### src/design/pscm_pkg.sv
// ----------------------------------------------------------------------------
// pscm_pkg: shared types and constants of the prime sieve counter
// Field widths of the stream payloads and the fixed values that seed the sieve.
// ----------------------------------------------------------------------------
package pscm_pkg;

	localparam int unsigned FIELD_W     = 17;
	localparam int unsigned IN_TDATA_W  = 24;
	localparam int unsigned OUT_TDATA_W = 40;

	// the wheel strikes 2, 3, 5 and 7; the sieve proper starts at 11
	localparam int unsigned MIN_LIMIT     = 7;
	localparam int unsigned SMALL_PRIMES  = 4;
	localparam int unsigned LARGEST_SMALL = 7;
	localparam int unsigned FIRST_SIEVE   = 11;
	localparam int unsigned FIRST_SQUARE  = 121;

	typedef struct packed {
		logic [FIELD_W-1:0] largest_prime;
		logic [FIELD_W-1:0] prime_count;
	} result_t;

endpackage

### src/design/pscm_ctrl.sv
// ----------------------------------------------------------------------------
// pscm_ctrl: sieve sequencer
// Clears the bitmap with the 2-3-5-7 wheel applied, strikes multiples of each
// surviving candidate up to the square root, then scans for count and maximum.
// ----------------------------------------------------------------------------
module pscm_ctrl #(
	parameter int unsigned MAX_LIMIT = 65536,
	parameter int unsigned AW        = 17
) (
	input  logic                            clk,
	input  logic                            arst_n,
	input  logic                            in_valid,
	output logic                            in_ready,
	input  logic [pscm_pkg::FIELD_W-1:0]    in_limit,
	output logic                            res_valid,
	input  logic                            res_ready,
	output pscm_pkg::result_t               res,
	output logic                            we,
	output logic [AW-1:0]                   waddr,
	output logic                            wdata,
	output logic [AW-1:0]                   raddr,
	input  logic                            rdata
);

	localparam int unsigned CW_RAW = (AW + 1) / 2 + 1;
	localparam int unsigned CW     = (CW_RAW > 4) ? CW_RAW : 4;
	localparam int unsigned MW     = AW + 1;
	localparam int unsigned SW     = (2 * CW > MW) ? 2 * CW : MW;

	typedef enum logic [6:0] {
		ST_IDLE   = 7'b0000001,
		ST_CLEAR  = 7'b0000010,
		ST_CHECK  = 7'b0000100,
		ST_TEST   = 7'b0001000,
		ST_STRIKE = 7'b0010000,
		ST_SCAN   = 7'b0100000,
		ST_FIN    = 7'b1000000
	} state_t;

	state_t          state_q;
	logic [AW-1:0]   n_q;
	logic [SW-1:0]   m_q;
	logic [CW-1:0]   c_q;
	logic [SW-1:0]   sq_q;
	logic            r2_q;
	logic [1:0]      r3_q;
	logic [2:0]      r5_q;
	logic [2:0]      r7_q;
	logic [AW-1:0]   count_q;
	logic [AW-1:0]   largest_q;
	logic            valid_s1;
	logic [AW-1:0]   addr_s1;

	logic [SW-1:0]   n_ext;
	logic [31:0]     limit_w;
	logic [31:0]     n_next;
	logic            m_in_range;

	assign n_ext      = SW'(n_q);
	assign m_in_range = (m_q <= n_ext);
	assign limit_w    = 32'(in_limit);

	always_comb begin
		priority if (limit_w < pscm_pkg::MIN_LIMIT) begin
			n_next = pscm_pkg::MIN_LIMIT;
		end else if (limit_w > MAX_LIMIT) begin
			n_next = MAX_LIMIT;
		end else begin
			n_next = limit_w;
		end
	end

	assign in_ready  = (state_q == ST_IDLE);
	assign res_valid = (state_q == ST_FIN);
	assign res.prime_count   = pscm_pkg::FIELD_W'(count_q);
	assign res.largest_prime = pscm_pkg::FIELD_W'(largest_q);

	// clear pass writes the wheel pattern directly: 0, 1 and multiples of 2,3,5,7
	always_comb begin
		we    = 1'b0;
		wdata = 1'b1;
		waddr = AW'(m_q);
		raddr = AW'(m_q);
		unique case (state_q)
			ST_CLEAR: begin
				we    = 1'b1;
				wdata = (m_q[SW-1:1] == '0) || !r2_q || (r3_q == 2'd0)
					|| (r5_q == 3'd0) || (r7_q == 3'd0);
			end
			ST_STRIKE: begin
				we = m_in_range;
			end
			ST_CHECK: begin
				raddr = AW'(c_q);
			end
			ST_IDLE, ST_TEST, ST_SCAN, ST_FIN: begin
			end
			default: begin
			end
		endcase
	end

	always_ff @(posedge clk or negedge arst_n) begin
		if (!arst_n) begin
			state_q  <= ST_IDLE;
			valid_s1 <= 1'b0;
		end else begin
			valid_s1 <= (state_q == ST_SCAN) && m_in_range;
			unique case (state_q)
				ST_IDLE: begin
					if (in_valid) begin
						state_q <= ST_CLEAR;
					end
				end
				ST_CLEAR: begin
					if (m_q == n_ext) begin
						state_q <= ST_CHECK;
					end
				end
				ST_CHECK: begin
					state_q <= (sq_q > n_ext) ? ST_SCAN : ST_TEST;
				end
				ST_TEST: begin
					state_q <= rdata ? ST_CHECK : ST_STRIKE;
				end
				ST_STRIKE: begin
					if (!m_in_range) begin
						state_q <= ST_CHECK;
					end
				end
				ST_SCAN: begin
					if (!m_in_range) begin
						state_q <= ST_FIN;
					end
				end
				ST_FIN: begin
					if (res_ready) begin
						state_q <= ST_IDLE;
					end
				end
				default: begin
					state_q <= ST_IDLE;
				end
			endcase
		end
	end

	always_ff @(posedge clk) begin
		addr_s1 <= AW'(m_q);
		if (valid_s1 && !rdata) begin
			count_q   <= count_q + AW'(1);
			largest_q <= addr_s1;
		end
		unique case (state_q)
			ST_IDLE: begin
				n_q  <= AW'(n_next);
				m_q  <= '0;
				r2_q <= 1'b0;
				r3_q <= 2'd0;
				r5_q <= 3'd0;
				r7_q <= 3'd0;
			end
			ST_CLEAR: begin
				m_q  <= m_q + SW'(1);
				r2_q <= ~r2_q;
				r3_q <= (r3_q == 2'd2) ? 2'd0 : r3_q + 2'd1;
				r5_q <= (r5_q == 3'd4) ? 3'd0 : r5_q + 3'd1;
				r7_q <= (r7_q == 3'd6) ? 3'd0 : r7_q + 3'd1;
				c_q  <= CW'(pscm_pkg::FIRST_SIEVE);
				sq_q <= SW'(pscm_pkg::FIRST_SQUARE);
			end
			ST_CHECK: begin
				m_q       <= SW'(pscm_pkg::FIRST_SIEVE);
				count_q   <= AW'(pscm_pkg::SMALL_PRIMES);
				largest_q <= AW'(pscm_pkg::LARGEST_SMALL);
			end
			ST_TEST: begin
				if (rdata) begin
					c_q  <= c_q + CW'(1);
					sq_q <= sq_q + SW'({c_q, 1'b1});
				end else begin
					m_q <= sq_q;
				end
			end
			ST_STRIKE: begin
				if (m_in_range) begin
					m_q <= m_q + SW'(c_q);
				end else begin
					// advance to next candidate, (c+1)^2 = c^2 + 2c + 1
					c_q  <= c_q + CW'(1);
					sq_q <= sq_q + SW'({c_q, 1'b1});
				end
			end
			ST_SCAN: begin
				if (m_in_range) begin
					m_q <= m_q + SW'(1);
				end
			end
			ST_FIN: begin
			end
			default: begin
			end
		endcase
	end

	a_accept_clears: assert property (@(posedge clk) disable iff (!arst_n)
		(in_valid && in_ready) |=> (state_q == ST_CLEAR))
		else $error("accepted transfer did not start the clear pass");

	a_strike_above_square: assert property (@(posedge clk) disable iff (!arst_n)
		(state_q == ST_STRIKE && we) |-> (m_q >= sq_q))
		else $error("strike below square of the candidate");

	a_test_after_check: assert property (@(posedge clk) disable iff (!arst_n)
		(state_q == ST_TEST) |-> ($past(state_q) == ST_CHECK))
		else $error("candidate tested without a read");

	a_no_write_while_scan: assert property (@(posedge clk) disable iff (!arst_n)
		(state_q == ST_SCAN || valid_s1) |-> !we)
		else $error("bitmap written during the scan");

endmodule
### config.mk
export PLATFORM = sky130hd
export DESIGN_NAME = pscm_ctrl
export DESIGN_NICKNAME = d
export VERILOG_FILES = /design/src/design/pscm_pkg.sv /design/src/design/pscm_ctrl.sv
export SDC_FILE = /design/constraint.sdc
export NUM_CORES = 1
export LEC_CHECK = 0
export BUFFER_PORTS_ARGS = -buffer_cell sky130_fd_sc_hd__clkbuf_2
export CORE_MARGIN = 5
export CORE_UTILIZATION = 45
export CTS_BUF_LIST = sky130_fd_sc_hd__clkbuf_4 sky130_fd_sc_hd__clkbuf_8 sky130_fd_sc_hd__clkbuf_16
export DETAILED_ROUTE_END_ITERATION = 16
export GPL_TIMING_DRIVEN = 0
export PLACE_DENSITY = 0.63
export SLEW_MARGIN = 30
export SYNTH_ARGS = -nofsm -noshare
export SYNTH_HDL_FRONTEND = slang
export SYNTH_SLANG_ARGS = --single-unit
### constraint.sdc
create_clock -name clk -period 3.8 [get_ports clk]
set_input_delay 0.19 -clock clk [delete_from_list [all_inputs] [get_ports clk]]
set_output_delay 0.19 -clock clk [all_outputs]
set_load 0.05 [all_outputs]
# Word level (Yosys, flattened, before mapping)
# Index checks and enable logic that the tools add are counted.
# W data, S select, Z words.
# totals
in_bits	22
out_inout_bits	72
reg_bits	135
# op_classes
n_mux	29
n_addsub	8
reduce_logical	19
bitwise	1
order_cmp	4
n_eq_ne	20
# op_table
operator	n
$pmux W20 S6	1
$mux W20	5
$pmux W20 S3	1
$pmux W7 S7	1
$mux W7	5
$mux W17	2
$pmux W10 S3	1
$add A20 B1 Y20 const B	1
$add A20 B10 Y20	1
$add A20 B11 Y20	1
$eq A20 B17 Y1	1
$gt A20 B17 Y1	1
$le A20 B17 Y1	1
$mux W10	2
$logic_not A19 Y1	1
$add A17 B1 Y17 const B	1
$gt A17 B17 Y1 const B	1
$lt A17 B3 Y1 const B	1
$ne A2 B2 Y1 const B	8
$pmux W3 S2	2
$add A10 B1 Y10 const B	1
$eq A7 B1 Y1 const B	1
$eq A7 B2 Y1 const B	1
$eq A7 B3 Y1 const B	1
other kinds (29)	39

# Logic depth before layout (Yosys ltp)
# logic_depth
ltp_word	6
depth_mapped	14

# Worst setup path before layout
# OpenSTA, ideal clock, no wires.
# synth_path
path_kind	register -> register
from	register state_q[1]
to	register m_q[0] (enable)
slack_ps	26
path_buffers	0
path_stages_with_launch	6
setup_ps	431
arrival_ps	3343
path_cell_list	dfrtp_1 > nor3_1 > nand4b_1 > inv_1 > nor4_1 > a221oi_1
# synth_via
elab_chain_len	3
# synth_lines
element	line	source
start, declared	pscm_ctrl.sv:40	state_t state_q;
start signal, assigned	pscm_ctrl.sv:121	state_q <= (sq_q > n_ext) ? ST_SCAN : ST_TEST;
start signal, assigned	pscm_ctrl.sv:124	state_q <= rdata ? ST_CHECK : ST_STRIKE;
$eq A7 B1 Y1	n/a	
net in_ready	pscm_ctrl.sv:13	output logic in_ready,
$reduce_bool A6 Y1 (no source line)	n/a	
$reduce_and A4 Y1 (no source line)	n/a	
end signal, assigned	pscm_ctrl.sv:164	m_q <= m_q + SW'(1);
end signal, assigned	pscm_ctrl.sv:173	m_q <= SW'(pscm_pkg::FIRST_SIEVE);
end signal, assigned	pscm_ctrl.sv:182	m_q <= sq_q;
end, declared	pscm_ctrl.sv:42	logic [SW-1:0] m_q;
# The timed path passes the listed nets, and every way through them passes these cells.
# A chain may end at the register's enable or synchronous reset.

# Worst setup path after layout
# layout_path
from	register state_q[6]
to	register m_q[14], data pin
# layout_via
elab_chain_len	2
# layout_lines
element	line	source
$eq A7 B6 Y1 (tied with other cells)	pscm_ctrl.sv:154	unique case (state_q)
$pmux W20 S6 *	pscm_ctrl.sv:154	
# Every way passes the cells marked *; elsewhere a longest branch is shown, timed or not.

==> metrics <==
outcome finished, final reports clean; HP Class in2reg; Post-Layout Cell Count 1180; Synth-to-Final Area Change 18.9%; CTS max path bufs 2; Final ANT Viol Nets 0; Avg Synthesized Cell Area 9.48 um^2; most numerous cell in the Yosys netlist nand2_1; Die Y 142 um; dpl hpwl 15600 um; n_diodes 0; DR pass1 iterations 5; final wirelength 20100 um; num rows 48; main combinational cell family by area after synthesis simple AND/OR/NAND/NOR gates; Initial Util 45.5%; FMAX 0.275 GHz; PwrDens 865 nW/um^2; Worst EP required 3950 ps; Synthesized Nets 912; fraction of layout cells with a size suffix above 1 17.8%; worst skew pair latency 420 ps; Ports 94; vias per cell 5.40; Layout Nets 1029; largest net degree at the start of global routing 23; Async SR Flop Fraction 5.93%; DRC violation total after the first TritonRoute iteration 297; grt ovf 0; nature of the critical path startpoint flop; area share of fa/ha/maj cells after synthesis 10.6%; clk sinks 135; worst path arrival time 3780 ps; Max IR drop VDD 0.423 mV; Slew HR 50.8%; CP max FO 10; Max-Cap Viols 0; antenna violations before repair 0; TritonCTS clock tree yes; cell area after layout 9300 um^2; DR WL/cell 17.0 um; Port Buffers 93; Synth area leaders edfxtp_1 (29%), dfxtp_1 (13%), ha_1 (10%); post-synth top area share 29.2%; Synth Area in Simple Gates 21.3%; synth cell count leaders nand2_1 (119), edfxtp_1 (76), nor2_1 (66), ha_1 (63), a21oi_1 (54); EDFF count, synth 76; Static Leak 0.00389 uW; synth warn 0; fin crit share 95.5%; post-CTS setup buffers 0; WS Path Type reg2reg; root buf cell clkbuf_16; core area 17200 um^2; synthesized cell area 7820 um^2; number of global-route vias before repair 6218; post-synth cell types 62; setup violators final 0; die area 20100 um^2; Worst-path clk slew 60 ps; Via Count 6371; predominant post-synthesis flop cell edfxtp_1; H-tree lvl count 4; #FFs+latches synth 135; cell taking the most area after synthesis edfxtp_1; post-synthesis xor/xnor area fraction 5.37%; Crit. End Element flop; instance area at placement 8630 um^2; Final Skew 5.70 ps; Fin Setup TNS 0 ps; complex-gate fraction of the synthesized area 12.6%; Synth Instances 825; RePlAce Congestion 0.901; Util after Layout 54.1%; Post-route DRC 0; Cells after DPL 1145; Tightest Pin Transition 737 ps; Tmin final 3630 ps; post-synthesis sequential area ratio 44.8%; Fin. Hold Viols 0; Die W 142 um; first-pass GRT wire length 32100 um; mux contribution to synthesized area 0.512%; cts bufs inserted 17; Slew Viols, Final 0; gr usage total 20.4%
==> stage by stage <==
stage,hold WS [ps],total power [uW],worst slack (ps)
2_1_floorplan,-106,5310,25.8
3_3_place_gp,55.6,6230,-867
3_5_place_dp,57.4,6340,150
4_1_cts,45.7,8060,137
5_1_grt,69.2,8570,-44.9
6_report,61.5,8040,169
==> sequential cells by signal, summed over array words and instances (netlist names) <==
| name | count |
|---|---|
| r5_q | 3 |
| largest_q | 17 |
| state_q | 7 |
| c_q | 10 |
| n_q | 17 |
| valid_s1 | 1 |
| r2_q | 1 |
| addr_s1 | 17 |
| r3_q | 2 |
| r7_q | 3 |
| sq_q | 20 |
| m_q | 20 |
| count_q | 17 |
==> logic make-up (layout without fill, tap and decap cells) <==
group,after synthesis,after routing
buffers and inverters,81,211
flip-flops,135,135
AO/OA/AOI/OAI,156,156
adder cells (fa/ha/maj),65,65
AND/OR/NAND/NOR,336,336
XOR/XNOR,48,48
multiplexers,4,4
==> layout make-up <==
type / count / area [um^2]
flip-flops and latches: 135 / 3500
plain buffers: 38 / 218
well taps: 225 / 282
clock buffers: 26 / 588
multi-input cells: 609 / 3970
clock inverters: 6 / 40.0
repair buffers: 98 / 534
inverters: 43 / 161
fillers: 1554 / 7880
==> critical path, cell delays in order (launching register included) <==
cell,delay [ps]
dfrtp_1,420
nor4_1,550
and3_1,360
nor2_1,170
and2_1,200
ha_1,320
nor2b_1,160
o31a_1,300
o311ai_2,450
a21boi_0,200
xnor2_1,160
o21ai_0,80
==> worst paths after layout <==
check	from	endpoint	slack [ps]	depth (start not counted)
worst max-delay path	state_q[6]	m_q[14]	170	11
worst min-delay path	in_limit[13]	n_q[13]	60	2
worst max register to register	state_q[6]	m_q[14]	170	11
worst min register to register	addr_s1[7]	largest_q[7]	430	2
max in group asynchronous	arst_n	state_q[0]	3400	2
min in group asynchronous	arst_n	state_q[6]	150	2
==> repair_timing <==
action,4_1_cts,5_1_grt
endpoints found under the hold margin,10,0
hold buffers,3,0
setup endpoints to repair,0,5
gates resized for setup,0,1
==> cell usage in the layout, fill, tap and decap left out, types with 7 or more instances in the layout <==
cell,synthesis,layout
nor2_1,66,65
clkbuf_16,0,21
a21oi_1,54,54
nand4_1,12,12
nand2b_1,10,10
edfxtp_1,76,76
nor2b_1,11,11
dfrtp_1,7,7
xor2_1,17,17
a211oi_1,9,9
o21ai_0,39,39
and2_1,35,35
buf_4,18,18
ha_1,63,63
inv_1,43,43
nand3_1,22,22
nand2_1,119,119
nor3_1,16,16
dfxtp_1,51,51
nor4_1,10,10
xnor2_1,31,31
clkbuf_2,0,93
clkbuf_1,14,14
a21o_1,9,9
==> routing by layer <==
layer	wire length (um)	track usage, %
met5	0	0
met2	9440	33.3
met3	1050	3.91
met1	8870	26.3
met4	693	8.94
==> report_power, final <==
group          switching [uW]  leakage (uW)  internal (uW)
registers                 437       0.00124           2140
clock network             628      0.000319           1070
logic                    2500       0.00233           1260
Power figures use the tool's default switching activity.
